### config.mk
export PLATFORM = sky130hd
export DESIGN_NAME = ppgbr_front
export DESIGN_NICKNAME = d
export VERILOG_FILES = /design/src/rtl/core/ppgbr_pkg.sv /design/src/rtl/core/ppgbr_front.sv
export SDC_FILE = /design/constraint.sdc
export NUM_CORES = 2
export LEC_CHECK = 0
export BUFFER_PORTS_ARGS = -buffer_cell sky130_fd_sc_hd__buf_2
export CAP_MARGIN = 40
export CORE_ASPECT_RATIO = 0.7
export CORE_MARGIN = 4
export CORE_UTILIZATION = 60
export CTS_CLUSTER_SIZE = 25
export DETAILED_ROUTE_END_ITERATION = 12
export MAX_ROUTING_LAYER = met4
export PLACE_DENSITY = 0.74
export REMOVE_ABC_BUFFERS = 1
export SLEW_MARGIN = 20
export SYNTH_ARGS = -nofsm -noshare
export SYNTH_HDL_FRONTEND = slang
export SYNTH_SLANG_ARGS = --single-unit
### constraint.sdc
create_clock -name clk -period 13.6 [get_ports clk]
set_clock_uncertainty 0.2 [all_clocks]
set_input_delay 0.68 -clock clk [delete_from_list [all_inputs] [get_ports clk]]
set_output_delay 0.68 -clock clk [all_outputs]
set_load 0.05 [all_outputs]
### src/rtl/core/ppgbr_pkg.sv
`timescale 1ns / 1ps
package ppgbr_pkg;

  localparam int SAMPLE_W = 18;
  localparam int TS_W     = 32;
  localparam int LEVEL_W  = 23;
  localparam int AC_W     = 24;
  localparam int RATE_W   = 32;
  localparam int DC_W     = 32;
  localparam int LP_W     = 40;
  localparam int IDX_W    = 2;

  localparam logic [IDX_W-1:0] REG_MIN_LEVEL = 2'd0;
  localparam logic [IDX_W-1:0] REG_MAX_LEVEL = 2'd1;
  localparam logic [IDX_W-1:0] REG_TICKS     = 2'd2;

  localparam logic [LEVEL_W-1:0] MIN_LEVEL_RST = 23'd100;
  localparam logic [LEVEL_W-1:0] MAX_LEVEL_RST = 23'd2000;
  localparam logic [RATE_W-1:0]  TICKS_RST     = 32'd60000000;

  localparam logic signed [24:0] LP_B = 25'sd4114399;
  localparam logic signed [24:0] LP_A = 25'sd8548419;

  typedef struct packed {
    logic signed [AC_W-1:0] ac_value;
    logic [TS_W-1:0]        timestamp;
  } ppgbr_item_t;

endpackage

### src/rtl/core/ppgbr_front.sv
`timescale 1ns / 1ps
module ppgbr_front #(
  parameter int MEAN_DEPTH = 16
) (
  input  logic                                clk,
  input  logic                                rst_n,
  input  logic                                in_valid,
  output logic                                in_stall,
  input  logic [ppgbr_pkg::SAMPLE_W-1:0]      in_sample,
  input  logic [ppgbr_pkg::TS_W-1:0]          in_timestamp,
  output logic                                q_valid,
  input  logic                                q_full,
  output ppgbr_pkg::ppgbr_item_t              q_item,
  output logic                                div_start,
  output logic [38:0]                         div_num,
  output logic [38:0]                         div_den,
  input  logic                                div_done,
  input  logic [38:0]                         div_quo,
  input  logic                                div_grant
);

  localparam int MW  = (MEAN_DEPTH > 1) ? $clog2(MEAN_DEPTH) : 1;
  localparam int FW  = $clog2(MEAN_DEPTH + 1);

  typedef enum logic [5:0] {
    S_IDLE  = 6'b000001,
    S_DC    = 6'b000010,
    S_MEAN  = 6'b000100,
    S_DIV   = 6'b001000,
    S_LP    = 6'b010000,
    S_OUT   = 6'b100000
  } fstate_t;

  fstate_t state_r, state_nxt;

  logic signed [31:0] dc_r, dc_nxt;
  logic signed [31:0] dcx_r;
  logic signed [31:0] mean_mem [MEAN_DEPTH];
  logic signed [31:0] old_rd_r;
  logic signed [31:0] sum_r;
  logic [MW-1:0]      slot_r;
  logic [FW-1:0]      fill_r;
  logic signed [31:0] mean_r;
  logic signed [39:0] lp_prior_r, lp_latest_r;
  logic signed [23:0] ac_r;
  logic [31:0]        ts_r;
  logic [17:0]        smp_r;
  logic signed [39:0] dc_t;
  logic signed [39:0] dc_abs;
  logic               dc_neg;
  logic [31:0]        dcabs_r;
  logic               dcneg_r;
  logic [63:0]        dc_prod;
  logic [31:0]        dc_q;
  logic signed [31:0] sum_new;
  logic               sum_neg;
  logic [31:0]        sum_abs;
  logic signed [31:0] lp_x;
  logic signed [63:0] bx, ap;
  logic signed [63:0] acc;
  logic signed [63:0] lat_w;
  logic signed [40:0] s41;
  logic signed [40:0] s_div;
  logic signed [23:0] sat;
  logic               dc_pend_r;
  logic [1:0]         lp_ph_r;
  logic signed [63:0] bx_r, ap_r;

  assign in_stall = (state_r != S_IDLE);
  assign dc_t     = signed'(40'(smp_r)) * 40'sd100 + 40'(dc_r) * 40'sd94;
  assign dc_neg   = dc_t[39];
  assign dc_abs   = dc_neg ? -dc_t : dc_t;
  assign dc_prod  = 64'(dcabs_r) * 64'd1374389535;
  assign dc_q     = 32'(dc_prod[63:37]);
  assign sum_new  = sum_r - old_rd_r + dcx_r;
  assign sum_neg  = sum_new[31];
  assign sum_abs  = sum_neg ? 32'(-sum_new) : 32'(sum_new);
  assign lp_x     = mean_r - dcx_r;
  assign bx       = 64'(lp_x) * 64'(ppgbr_pkg::LP_B);
  assign ap       = 64'(lp_latest_r) * 64'(ppgbr_pkg::LP_A);
  assign acc      = (bx_r <<< 8) + ap_r + 64'sd8388608;
  assign lat_w    = acc >>> 24;
  assign s41      = 41'(lp_prior_r) + 41'(lp_latest_r);
  assign s_div    = s41[40] ? -((-s41) >>> 8) : (s41 >>> 8);
  assign sat      = (s_div > 41'sd8388607) ? 24'sd8388607 :
                    (s_div < -41'sd8388608) ? -24'sd8388608 : 24'(s_div);

  always_comb begin
    state_nxt = state_r;
    div_start = 1'b0;
    div_num   = '0;
    div_den   = '0;
    case (state_r)
      S_IDLE:  if (in_valid) state_nxt = S_DC;
      S_DC:    if (!dc_pend_r) state_nxt = S_MEAN;
      S_MEAN:  if (div_grant) begin
        div_start = 1'b1;
        div_num   = {7'd0, sum_abs};
        div_den   = {{(39-FW){1'b0}}, (fill_r == FW'(MEAN_DEPTH)) ? fill_r : fill_r + FW'(1)};
        state_nxt = S_DIV;
      end
      S_DIV:   if (div_done) state_nxt = S_LP;
      S_LP:    if (lp_ph_r == 2'd2) state_nxt = S_OUT;
      S_OUT:   if (!q_full) state_nxt = S_IDLE;
      default: state_nxt = S_IDLE;
    endcase
  end

  always_comb begin
    dc_nxt = dc_r;
    if (dcneg_r) begin
      dc_nxt = -$signed(dc_q);
    end else begin
      dc_nxt = $signed(dc_q);
    end
  end

  always_ff @(posedge clk) begin
    if (!rst_n) begin
      state_r     <= S_IDLE;
      dc_r        <= '0;
      sum_r       <= '0;
      slot_r      <= '0;
      fill_r      <= '0;
      lp_prior_r  <= '0;
      lp_latest_r <= '0;
      dc_pend_r   <= 1'b0;
      lp_ph_r     <= '0;
    end else begin
      state_r <= state_nxt;
      case (state_r)
        S_IDLE: if (in_valid) begin
          dc_pend_r <= 1'b1;
        end
        S_DC: begin
          if (dc_pend_r) begin
            dcabs_r   <= dc_abs[31:0];
            dcneg_r   <= dc_neg;
            dc_pend_r <= 1'b0;
          end else begin
            dc_r  <= dc_nxt;
            dcx_r <= dc_nxt - dc_r;
          end
        end
        S_MEAN: if (div_grant) begin
          sum_r            <= sum_new;
          mean_mem[slot_r] <= dcx_r;
          slot_r           <= (32'(slot_r) + 1 >= MEAN_DEPTH) ? '0 : slot_r + MW'(1);
          if (fill_r != FW'(MEAN_DEPTH)) fill_r <= fill_r + FW'(1);
        end
        S_DIV: if (div_done) begin
          mean_r  <= sum_r[31] ? -32'(div_quo[31:0]) : 32'(div_quo[31:0]);
          lp_ph_r <= 2'd0;
        end
        S_LP: begin
          lp_ph_r <= lp_ph_r + 2'd1;
          if (lp_ph_r == 2'd0) begin
            bx_r <= bx;
            ap_r <= ap;
          end else if (lp_ph_r == 2'd1) begin
            lp_prior_r  <= lp_latest_r;
            lp_latest_r <= 40'(lat_w);
          end else begin
            ac_r <= sat;
          end
        end
        default: ;
      endcase
    end
    if (state_r == S_IDLE && in_valid) begin
      smp_r    <= in_sample;
      ts_r     <= in_timestamp;
      old_rd_r <= (fill_r == FW'(MEAN_DEPTH)) ? mean_mem[slot_r] : '0;
    end
  end

  assign q_valid          = (state_r == S_OUT) && !q_full;
  assign q_item.ac_value  = ac_r;
  assign q_item.timestamp = ts_r;

endmodule

==> flow_summary.toml <==
[detailed_routing]
wl_per_cell_um = 21.3
vias = 68000
viasPerCell = 5.74
ant_nets = 0
drc = 0
drtIter0Drc = 5867
dr.pass1.iters = 8
finalWirelength_um = 253000

[synthesis]
synth_cell_type_count = 100
postSynthCellCount = 9224
ys_async_sr_fraction_pct = 0
ys_top_cells_by_area = "edfxtp_1 25%, fa_1 23%, ha_1 16%"
ys_warn_count = 0
synth-seq-cells = 987
ys.flop_type = "edfxtp_1"
synth_edf_count = 825
syn_avg_cell_area_sq_um = 10.9
syn_area_sq_mm = 0.100
yosys.area.top_type = "edfxtp_1"
yosysTopAreaCellShare_pct = 24.7
seq_area_frac_synth_pct = 27.9

[floorplan]
die_area_sq_mm = 0.174
fp.coreArea_sq_mm = 0.166
initial_utilization_pct = 60.5
die_h_um = 350
fp.dieW_um = 497
io_pins = 232
row_count = 125

[layout]
post-route-util_pct = 65.5
final_common_cell = "inv_1"
final_nets = 12100
area_growth_syn_to_layout_pct = 8.38
layout-drive-gt1-share_pct = 7.98
regArea_sq_mm = 0.0280
n_fill_cell = 12600
multi_input_comb_area_sq_mm = 0.0639
final_cell_mix = "2,099 x inv_1, 1,321 x ha_1, 1,164 x fa_1"
finalNonFillerCells = 11800

[cts]
clk_pin_slew_worst_paths_ns = 0.07
ctsRootBufferMaster = "clkbuf_16"
clockBufferDepth = 3
cts_tree = "yes"
cts_max_level = 3
clk_latency_ns = 0.76
cts_buffers = 98
clkSinkCount = 987
postCtsSetupBuffers = 0

[placed_design]
place_congestion = 0.993
dpl.cell_count = 11600
portBuffers = 183
dp_hpwl_um = 198000

[timing]
slew_headroom_pct = 38.8
max_freq_mhz = 78.4
drv_slew = 0
rsz0062_at_grt = "no"
tightest_slew_ns = 0.895
hold_viol = 0
whs_ns = 0.0770
period_needed_ns = 12.75
finalSetupTns_ns = 0
setup_viol = 0
finalCritPeriodShare_pct = 93.8

[critical_path]
rr_endpoint = "dcx_r[30]"
crit_slowest_cell = "edfxtp_1"
cp_slowest_stage_delay_ns = 0.66
required_ns = 13.90
arrival_ns = 13.05
critPathCaptureType = "register"
cp_common_cell = "fa_1"
critPathLaunchType = "register"
crit_path_max_fanout = 10
reg2reg_depth = 46
crit_start = "dcabs_r[11]"
reg2reg_setup_slack_ns = 0.85
r2r_start = "dcabs_r[11]"
cp-endpoint = "dcx_r[30]"
crit_type = "register to register"

[grt]
grt_usage_pct = 30.5
grt_max_degree = 73
grt_pass1_wl_um = 401000
grt.overflow.total = 0
antenna_found_initial = 2
grt_pass1_vias = 70700

[status]
status = "finished, final reports clean"

[flow_run]
max_cap_viol_count = 0

[min_path]
hp-class = "primary input to register"
synth_stat cells (all sizes together), types with 17 or more instances:
cell     number
nor4         35
nand2       439
a211o        17
o31ai        34
or4          17
and3         48
a2111oi      17
a21boi       23
o21ai       206
nor2b        95
inv        2099
a31oi        40
ha         1321
o21bai       31
or2          30
and2         30
dfxtp       162
nor3        112
xor2        135
a21o        131
nand3b       17
nand2b       57
a21oi       403
clkbuf      130
nor2        401
mux4        160
nor3b        17
nand3       113
nand4        60
xnor2       373
o211ai       47
edfxtp      825
a211oi       65
buf          74
fa         1164
or3          40
o21a         61
registers in the layout, summed over array words and instances (netlist names), 18 cells and up:
signal and cells:
dc_r 32, ts_r 32, ap_r 56, ac_r 24
old_rd_r 32, bx_r 55, dcabs_r 31, mean_r 32
mean_mem 512, smp_r 18, dcx_r 32, lp_prior_r 40
sum_r 32, lp_latest_r 40
logic make-up after synthesis:
kind of cell / share of synthesized area (%)
other: 0.00373
adders and majority gates: 39.7
buffers and inverters: 8.82
and+or+nand+nor: 7.47
AOI/OAI and AO/OA: 7.98
muxes: 3.74
xor gates and xnor gates: 4.44
DFF: 27.9
stage by stage:
step           cell area, sq um  setup WS, ns
2_1_floorplan             99600          1.89
3_3_place_gp             104000          1.07
3_5_place_dp             105000         0.785
4_1_cts                  109000         0.661
5_1_grt                  109000        0.0595
6_report                 109000         0.849
layout make-up:
class	count	share of cell area, %
Multi-Input combinational cell	5972	58.7
Timing Repair Buffer	369	2.47
Clock buffer	109	2.32
Antenna cell	2	0.00460
Sequential cell	987	25.7
Inverter	2101	7.25
Tap cell	2222	2.55
Clock inverter	76	0.954
what timing repair did:
| action | 4_1_cts | 5_1_grt |
|---|---|---|
| endpoints found under the hold margin | 58 | 0 |
| gates resized for setup | 0 | 2 |
| hold buffers | 58 | 0 |
| setup endpoints to repair | 0 | 1 |
critical path: cells and delay by family (launching register included):
family                     cells  cell delay (ns)
adders and majority gates     10             4.57
DFF                            1             0.66
and+or+nand+nor                9             1.70
AOI/OAI and AO/OA             17             4.34
buffers and inverters          7             0.55
xor gates and xnor gates       3             0.55
worst min path at each step:
| stage | endpoint | cells after the start | slack, ns | startpoint |
|---|---|---|---|---|
| after floorplan | sum_r[0] | 2 | 0.24 | sum_r[0] |
| after global placement | sum_r[5] | 2 | 0.24 | sum_r[5] |
| after detailed placement | sum_r[13] | 2 | 0.25 | sum_r[13] |
| after CTS | mean_r[17] | 2 | 0.001 | div_quo[17] |
| after global routing | mean_r[17] | 2 | 0.05 | div_quo[17] |
| final | mean_r[4] | 2 | 0.08 | div_quo[4] |
routing by layer:
metal  GRT usage [%]  part of all wire [%]
met1            43.0                    44
met2            46.8                    45
met5               -                     0
met4            6.49                   2.3
met3            5.61                   8.2
Power is not shown: default switching activity piles up to over one toggle a cycle in this logic, so the estimate is an artifact.
