<file path="src/rtl/core/ppgbr_pkg.sv">
`timescale 1ns / 1ps
package ppgbr_pkg;

  localparam int SAMPLE_W = 18;
  localparam int TS_W     = 32;
  localparam int LEVEL_W  = 23;
  localparam int AC_W     = 24;
  localparam int RATE_W   = 32;
  localparam int DC_W     = 32;
  localparam int LP_W     = 40;
  localparam int IDX_W    = 2;

  localparam logic [IDX_W-1:0] REG_MIN_LEVEL = 2'd0;
  localparam logic [IDX_W-1:0] REG_MAX_LEVEL = 2'd1;
  localparam logic [IDX_W-1:0] REG_TICKS     = 2'd2;

  localparam logic [LEVEL_W-1:0] MIN_LEVEL_RST = 23'd100;
  localparam logic [LEVEL_W-1:0] MAX_LEVEL_RST = 23'd2000;
  localparam logic [RATE_W-1:0]  TICKS_RST     = 32'd60000000;

  localparam logic signed [24:0] LP_B = 25'sd4114399;
  localparam logic signed [24:0] LP_A = 25'sd8548419;

  typedef struct packed {
    logic signed [AC_W-1:0] ac_value;
    logic [TS_W-1:0]        timestamp;
  } ppgbr_item_t;

endpackage

</file>
<file path="src/rtl/core/ppgbr_back.sv">
`timescale 1ns / 1ps
module ppgbr_back #(
  parameter int RATE_DEPTH = 8
) (
  input  logic                            clk,
  input  logic                            rst_n,
  input  logic                            q_valid,
  output logic                            q_pop,
  input  ppgbr_pkg::ppgbr_item_t          q_item,
  input  logic [ppgbr_pkg::LEVEL_W-1:0]   min_level,
  input  logic [ppgbr_pkg::LEVEL_W-1:0]   max_level,
  input  logic [ppgbr_pkg::RATE_W-1:0]    ticks,
  output logic                            out_valid,
  input  logic                            out_stall,
  output logic signed [ppgbr_pkg::AC_W-1:0] out_ac_value,
  output logic                            out_beat,
  output logic [ppgbr_pkg::RATE_W-1:0]    out_bpm,
  output logic                            div_start,
  output logic [38:0]                     div_num,
  output logic [38:0]                     div_den,
  input  logic                            div_done,
  input  logic [38:0]                     div_quo,
  output logic                            div_busy
);

  localparam int RW = (RATE_DEPTH > 1) ? $clog2(RATE_DEPTH) : 1;
  localparam int FW = $clog2(RATE_DEPTH + 1);

  typedef enum logic [6:0] {
    B_IDLE = 7'b0000001,
    B_TRK  = 7'b0000010,
    B_RDIV = 7'b0000100,
    B_SUM  = 7'b0001000,
    B_ADIV = 7'b0010000,
    B_OUT  = 7'b0100000,
    B_WAIT = 7'b1000000
  } bstate_t;

  typedef enum logic [1:0] {
    M_IDLE    = 2'd0,
    M_RISING  = 2'd1,
    M_FALLING = 2'd2
  } mode_t;

  bstate_t state_r;
  mode_t   mode_r;
  logic [31:0] hist_r [RATE_DEPTH];
  logic [RW-1:0] slot_r;
  logic [FW-1:0] fill_r;
  logic [RW-1:0] idx_r;
  logic [38:0]   total_r;
  logic [31:0]   avg_r;
  logic [23:0]   prev_r;
  logic [31:0]   peak_r, ppeak_r;
  logic signed [23:0] ac_r;
  logic [31:0]   ts_r;
  logic          beat_r;
  logic [31:0]   span;
  logic [22:0]   v;
  logic          invalid;

  assign span    = peak_r - ppeak_r;
  assign v       = ac_r[22:0];
  assign invalid = ac_r[23] || (v > max_level);
  assign q_pop   = (state_r == B_IDLE) && q_valid;
  assign div_busy = (state_r == B_RDIV) || (state_r == B_ADIV) ||
                    (state_r == B_TRK) || (state_r == B_SUM);

  always_comb begin
    div_start = 1'b0;
    div_num   = '0;
    div_den   = '0;
    if (state_r == B_TRK && !invalid && mode_r == M_RISING && !(24'(v) > prev_r) &&
        span != 32'd0) begin
      div_start = 1'b1;
      div_num   = {7'd0, ticks};
      div_den   = {7'd0, span};
    end else if (state_r == B_SUM && 32'(idx_r) == RATE_DEPTH - 1) begin
      div_start = 1'b1;
      div_num   = total_r + {7'd0, hist_r[idx_r]};
      div_den   = {{(39-FW){1'b0}},
                   (fill_r == FW'(RATE_DEPTH)) ? fill_r : fill_r + FW'(1)};
    end
  end

  always_ff @(posedge clk) begin
    if (!rst_n) begin
      state_r <= B_IDLE;
      mode_r  <= M_IDLE;
      slot_r  <= '0;
      fill_r  <= '0;
      avg_r   <= '0;
      prev_r  <= '0;
      peak_r  <= '0;
      ppeak_r <= '0;
      for (int i = 0; i < RATE_DEPTH; i++) hist_r[i] <= '0;
    end else begin
      case (state_r)
        B_IDLE: if (q_valid) begin
          ac_r    <= q_item.ac_value;
          ts_r    <= q_item.timestamp;
          state_r <= B_TRK;
        end
        B_TRK: begin
          beat_r  <= 1'b0;
          state_r <= B_OUT;
          if (invalid) begin
            mode_r  <= M_IDLE;
            prev_r  <= '0;
            peak_r  <= '0;
            ppeak_r <= '0;
          end else begin
            case (mode_r)
              M_RISING: begin
                if (24'(v) > prev_r) begin
                  peak_r <= ts_r;
                  prev_r <= 24'(v);
                end else begin
                  beat_r  <= 1'b1;
                  ppeak_r <= peak_r;
                  mode_r  <= M_FALLING;
                  if (span != 32'd0) begin
                    state_r <= B_RDIV;
                  end else begin
                    hist_r[slot_r] <= '0;
                    idx_r   <= '0;
                    total_r <= '0;
                    state_r <= B_SUM;
                  end
                end
              end
              M_FALLING: begin
                if (v < min_level) mode_r <= M_IDLE;
                prev_r <= 24'(v);
              end
              default: begin
                if (v >= min_level) mode_r <= M_RISING;
                prev_r <= 24'(v);
              end
            endcase
          end
        end
        B_RDIV: if (div_done) begin
          hist_r[slot_r] <= div_quo[31:0];
          idx_r   <= '0;
          total_r <= '0;
          state_r <= B_SUM;
        end
        B_SUM: begin
          total_r <= total_r + {7'd0, hist_r[idx_r]};
          if (32'(idx_r) == RATE_DEPTH - 1) begin
            slot_r  <= (32'(slot_r) + 1 >= RATE_DEPTH) ? '0 : slot_r + RW'(1);
            state_r <= B_ADIV;
          end else begin
            idx_r <= idx_r + RW'(1);
          end
          if (32'(idx_r) == RATE_DEPTH - 1 && fill_r != FW'(RATE_DEPTH)) begin
            fill_r <= fill_r + FW'(1);
          end
        end
        B_ADIV: if (div_done) begin
          avg_r   <= div_quo[31:0];
          state_r <= B_OUT;
        end
        B_OUT:  state_r <= B_WAIT;
        B_WAIT: if (!out_stall) state_r <= B_IDLE;
        default: state_r <= B_IDLE;
      endcase
    end
  end

  assign out_valid    = (state_r == B_WAIT);
  assign out_ac_value = ac_r;
  assign out_beat     = beat_r;
  assign out_bpm      = avg_r;

endmodule

</file>
<file path="config.mk">
export PLATFORM = sky130hd
export DESIGN_NAME = ppgbr_back
export DESIGN_NICKNAME = d
export VERILOG_FILES = /design/src/rtl/core/ppgbr_pkg.sv /design/src/rtl/core/ppgbr_back.sv
export SDC_FILE = /design/constraint.sdc
export NUM_CORES = 1
export LEC_CHECK = 0
export ABC_AREA = 0
export BUFFER_PORTS_ARGS = -buffer_cell sky130_fd_sc_hd__buf_2
export CAP_MARGIN = 0
export CELL_PAD_IN_SITES_DETAIL_PLACEMENT = 0
export CELL_PAD_IN_SITES_GLOBAL_PLACEMENT = 1
export CORE_MARGIN = 8
export CORE_UTILIZATION = 30
export CTS_BUF_LIST = sky130_fd_sc_hd__clkbuf_4
export DETAILED_ROUTE_END_ITERATION = 16
export GPL_ROUTABILITY_DRIVEN = 0
export HOLD_SLACK_MARGIN = 0.12
export PLACE_DENSITY_LB_ADDON = 0.1
export SLEW_MARGIN = 20
export SYNTH_ARGS = -nofsm -noshare
export SYNTH_HDL_FRONTEND = slang
export SYNTH_SLANG_ARGS = --single-unit
</file>
<file path="constraint.sdc">
create_clock -name clk -period 7.6 [get_ports clk]
set_clock_uncertainty 0.2 [all_clocks]
set_input_delay 0 -clock clk [delete_from_list [all_inputs] [get_ports clk]]
set_output_delay 0 -clock clk [all_outputs]
set_load 0.03 [all_outputs]
</file>
==> flow_results.xml <==
<?xml version="1.0" encoding="UTF-8"?>
<metrics>
  <group name="sta">
    <metric name="setup_violations" unit="">0</metric>
    <metric name="fin_setup_tns" unit="ns">0</metric>
    <metric name="hold_ws" unit="ns">0.1577</metric>
    <metric name="grt_setup_unrepaired" unit="">false</metric>
    <metric name="fmax" unit="MHz">142.9</metric>
    <metric name="maxSlewViolCount" unit="">0</metric>
    <metric name="timing.final.crit_share" unit="%">92.10</metric>
    <metric name="final_hold_viol_count" unit="">0</metric>
    <metric name="worst_slack" unit="ns">0.6007</metric>
    <metric name="worst-slew-pin-transition" unit="ns">1.189</metric>
    <metric name="post-route-min-period" unit="ns">6.999</metric>
    <metric name="timing.max_slew.rel_slack" unit="%">20.27</metric>
  </group>
  <group name="cts">
    <metric name="cts.reportedPaths.clkPinSlew" unit="ns">0.07</metric>
    <metric name="cts.path.max_buffers" unit="">3</metric>
    <metric name="cts-resized-gates" unit="">0</metric>
    <metric name="cts_tree" unit="">done</metric>
    <metric name="clkLatencyLatePin" unit="ns">1.04</metric>
    <metric name="tritoncts.num_buffers" unit="">150</metric>
    <metric name="clockRootBuffer" unit="">sky130_fd_sc_hd__clkbuf_4</metric>
    <metric name="numClockSinks" unit="">493</metric>
    <metric name="cts.hold.buffers_added" unit="">306</metric>
    <metric name="cts_setup_buffers" unit="">0</metric>
    <metric name="h-tree-depth" unit="">4</metric>
  </group>
  <group name="critical_path">
    <metric name="critPathRequiredTime" unit="ns">7.40</metric>
    <metric name="timing.rr.start" unit="">out_ac_value[21]$_DFFE_PP_</metric>
    <metric name="worstSetupPathType" unit="">register to output port</metric>
    <metric name="ff2ff_path_depth" unit="">15</metric>
    <metric name="critical_path_peak_fanout" unit="">28</metric>
    <metric name="crit_arrival" unit="ns">6.80</metric>
    <metric name="worst_setup_path_start_kind" unit="">register</metric>
    <metric name="end_of_the_worst_register_to_register_path" unit="">hist_r[6][16]$_SDFFCE_PN0P_</metric>
    <metric name="rrSetupSlack" unit="ns">1.07</metric>
    <metric name="endpoint_kind" unit="">output port</metric>
  </group>
  <group name="synth">
    <metric name="synth_flop_cell" unit="">sky130_fd_sc_hd__edfxtp_1</metric>
    <metric name="ys_types" unit="">80</metric>
    <metric name="netlist.area_leader.share" unit="%">39.89</metric>
    <metric name="synth-edff-count" unit="">355</metric>
    <metric name="ys.warnings.count" unit="">0</metric>
    <metric name="yosysSeqAreaShare" unit="%">50.23</metric>
    <metric name="average_footprint_of_a_synthesized_cell" unit="sq um">11.06</metric>
    <metric name="post_synth_inst_count" unit="">2417</metric>
    <metric name="synth_seq_cells" unit="">493</metric>
    <metric name="yosysTopAreaCell" unit="">sky130_fd_sc_hd__edfxtp_1</metric>
    <metric name="syn-cell-area" unit="sq um">26720</metric>
    <metric name="netlist_top_cells_count" unit="">355 x sky130_fd_sc_hd__edfxtp_1, 274 x sky130_fd_sc_hd__and2_1, 171 x sky130_fd_sc_hd__nand2_1, 141 x sky130_fd_sc_hd__nor2_1, 139 x sky130_fd_sc_hd__ha_1</metric>
    <metric name="asyncSetResetFlopFracSynth" unit="%">0</metric>
    <metric name="synth.top_cells.by_area" unit="">sky130_fd_sc_hd__edfxtp_1 40%, sky130_fd_sc_hd__dfxtp_1 10%, sky130_fd_sc_hd__ha_1 6.5%</metric>
    <metric name="yosys.cell_count.top_type" unit="">sky130_fd_sc_hd__edfxtp_1</metric>
  </group>
  <group name="detailed_routing">
    <metric name="vias_per_cell" unit="">4.819</metric>
    <metric name="detail_route.first_pass.iterations" unit="">7</metric>
    <metric name="via_count" unit="">21160</metric>
    <metric name="drt_wl_total" unit="um">87080</metric>
    <metric name="drt_first_iter_violations" unit="">1126</metric>
    <metric name="drtAntennaViolNets" unit="">0</metric>
    <metric name="avgRoutedWirePerCell" unit="um">19.84</metric>
    <metric name="drc" unit="">0</metric>
  </group>
  <group name="global_routing">
    <metric name="grt_remaining_overflow" unit="">0</metric>
    <metric name="first_global_vias" unit="">22630</metric>
    <metric name="pin_count_of_the_biggest_net_entering_global_routing" unit="">87</metric>
    <metric name="track_usage" unit="%">17.36</metric>
    <metric name="antenna_violations_before_repair" unit="">3</metric>
    <metric name="grt_pass1_wl" unit="um">132500</metric>
  </group>
  <group name="finish">
    <metric name="layout.area.seq" unit="sq um">13430</metric>
    <metric name="nets" unit="">3411</metric>
    <metric name="syn2layout_area_growth" unit="%">29.96</metric>
    <metric name="fillers" unit="">8855</metric>
    <metric name="drive_above_1_share" unit="%">22.68</metric>
    <metric name="multi_input_gate_area" unit="sq um">12460</metric>
    <metric name="final_util" unit="%">39.30</metric>
  </group>
  <group name="floorplanning">
    <metric name="initial_util" unit="%">30.24</metric>
    <metric name="chipHeight" unit="um">314.5</metric>
    <metric name="boundary_pin_count" unit="">317</metric>
    <metric name="die_area" unit="sq um">98880</metric>
    <metric name="num_rows" unit="">109</metric>
    <metric name="die-width" unit="um">314.5</metric>
    <metric name="design.core.area" unit="sq um">88370</metric>
  </group>
  <group name="pwr">
    <metric name="vdd_ir_drop_max" unit="V">0.0001312</metric>
    <metric name="p_leak" unit="nW">13.92</metric>
    <metric name="total_power" unit="W">0.006632</metric>
    <metric name="cellPowerDensity" unit="nW/um^2">191.0</metric>
  </group>
  <group name="flow_run">
    <metric name="drv.max_cap_violation_count" unit="">0</metric>
  </group>
  <group name="worst_hold_path">
    <metric name="min_delay_worst_endpoint" unit="">div_num[2]</metric>
    <metric name="worstHoldPathType" unit="">input pin to output port</metric>
    <metric name="worstHoldPathCells" unit="">3</metric>
    <metric name="hp-start" unit="">ticks[2]</metric>
  </group>
  <group name="outcome">
    <metric name="outcome" unit="">finished clean</metric>
  </group>
  <group name="placed_design">
    <metric name="place_worst_setup_slack" unit="ns">1.624</metric>
    <metric name="place.detailed.hpwl" unit="um">57990</metric>
    <metric name="placement.io_buffers" unit="">302</metric>
  </group>
</metrics>
==> through the flow <==
stage | instance area, sq um | cells
detailed placement | 29650 | 3799
CTS | 34710 | 4383
global route | 34720 | 4388
global placement | 29640 | 3799
finish | 34730 | 4390
floorplan | 26750 | 2423
==> final cells by class <==
cell class / instances / area share [%]
timing repair buffer: 648 / 14.07
tap: 1165 / 4.197
multi-input combinational: 1668 / 35.87
clock buffer: 236 / 5.101
inverter: 131 / 1.416
clock inverter: 42 / 0.6305
sequential: 493 / 38.66
antenna: 7 / 0.05044
==> per-layer routing <==
layer  global-route usage (%)  up-vias  share of wire [%]
li1                         -    10260                  -
met1                    20.75    10310                 43
met2                    30.28      451                 50
met3                    4.029      141                4.8
met4                    6.421        0                2.5
met5                        0        -                  0
==> registers in the layout, indices dropped and copies added, names as in the netlist, named ones only <==
signal	cells
total_r	39
out_bpm	32
mode_r	2
out_beat	1
fill_r	4
ppeak_r	32
slot_r	3
peak_r	32
state_r	7
out_ac_value	24
hist_r	256
prev_r	23
idx_r	3
ts_r	32
==> worst max-delay path, stage by stage (launching register included) <==
cell and delay, ns:
sky130_fd_sc_hd__edfxtp_1 0.50, sky130_fd_sc_hd__ha_1 0.34, sky130_fd_sc_hd__nand4_1 0.12, sky130_fd_sc_hd__nor3_1 0.48
sky130_fd_sc_hd__nand3b_1 0.26, sky130_fd_sc_hd__o21a_1 0.16, sky130_fd_sc_hd__dlygate4sd3_1 0.58, sky130_fd_sc_hd__a311oi_4 0.26
sky130_fd_sc_hd__dlygate4sd3_1 0.58, sky130_fd_sc_hd__buf_4 0.32, sky130_fd_sc_hd__nand2_1 0.22, sky130_fd_sc_hd__or2_1 0.29
sky130_fd_sc_hd__buf_4 0.23, sky130_fd_sc_hd__nor2_4 0.51, sky130_fd_sc_hd__buf_4 0.46, sky130_fd_sc_hd__a22o_1 0.22
sky130_fd_sc_hd__buf_2 0.20
==> report_power, final <==
| group | internal, W | switching, W |
|---|---|---|
| clock | 0.00145 | 0.00124 |
| combinational | 0.000402 | 0.000510 |
| sequential | 0.00297 | 0.0000621 |
| total | 0.00482 | 0.00181 |
==> how the worst max path moves through the flow <==
stage	endpoint	slack (ns)	startpoint
floorplan	div_num[35]	2.55	register
global placement	hist_r[6][12]$_SDFFCE_PN0P_	1.73	peak_r[0]$_SDFFE_PN0P_
detailed placement	hist_r[6][16]$_SDFFCE_PN0P_	1.62	peak_r[0]$_SDFFE_PN0P_
CTS	div_den[3]	0.34	out_ac_value[22]$_DFFE_PP_
global route	div_den[4]	0.14	out_ac_value[21]$_DFFE_PP_
finish	div_num[0]	0.60	out_ac_value[21]$_DFFE_PP_
==> kinds of logic (layout without fill, tap and decap cells) <==
kind of cell    Yosys count  in the layout  synth area share [%]
simple gates            876            876                 17.68
mux                     105            105                 7.117
flops                   493            493                 50.23
other cells               1             14               0.01403
compound gates          481            481                 12.56
xor+xnor                 58             58                 1.901
buf+inv                 262           1057                 3.839
fa+ha+maj               141            141                 6.658
==> cells in the final DEF, fill, tap and decap left out, types with 75 or more instances in the layout <==
| cell type | count |
|---|---|
| sky130_fd_sc_hd__nor2b_1 | 75 |
| sky130_fd_sc_hd__nand2_1 | 170 |
| sky130_fd_sc_hd__buf_2 | 301 |
| sky130_fd_sc_hd__dfxtp_1 | 136 |
| sky130_fd_sc_hd__a21oi_1 | 86 |
| sky130_fd_sc_hd__ha_1 | 139 |
| sky130_fd_sc_hd__and2_1 | 274 |
| sky130_fd_sc_hd__nor2_1 | 131 |
| sky130_fd_sc_hd__clkbuf_4 | 236 |
| sky130_fd_sc_hd__dlygate4sd3_1 | 305 |
| sky130_fd_sc_hd__edfxtp_1 | 355 |
| sky130_fd_sc_hd__inv_1 | 131 |
No activity file was read; power rests on OpenSTA's default activity.
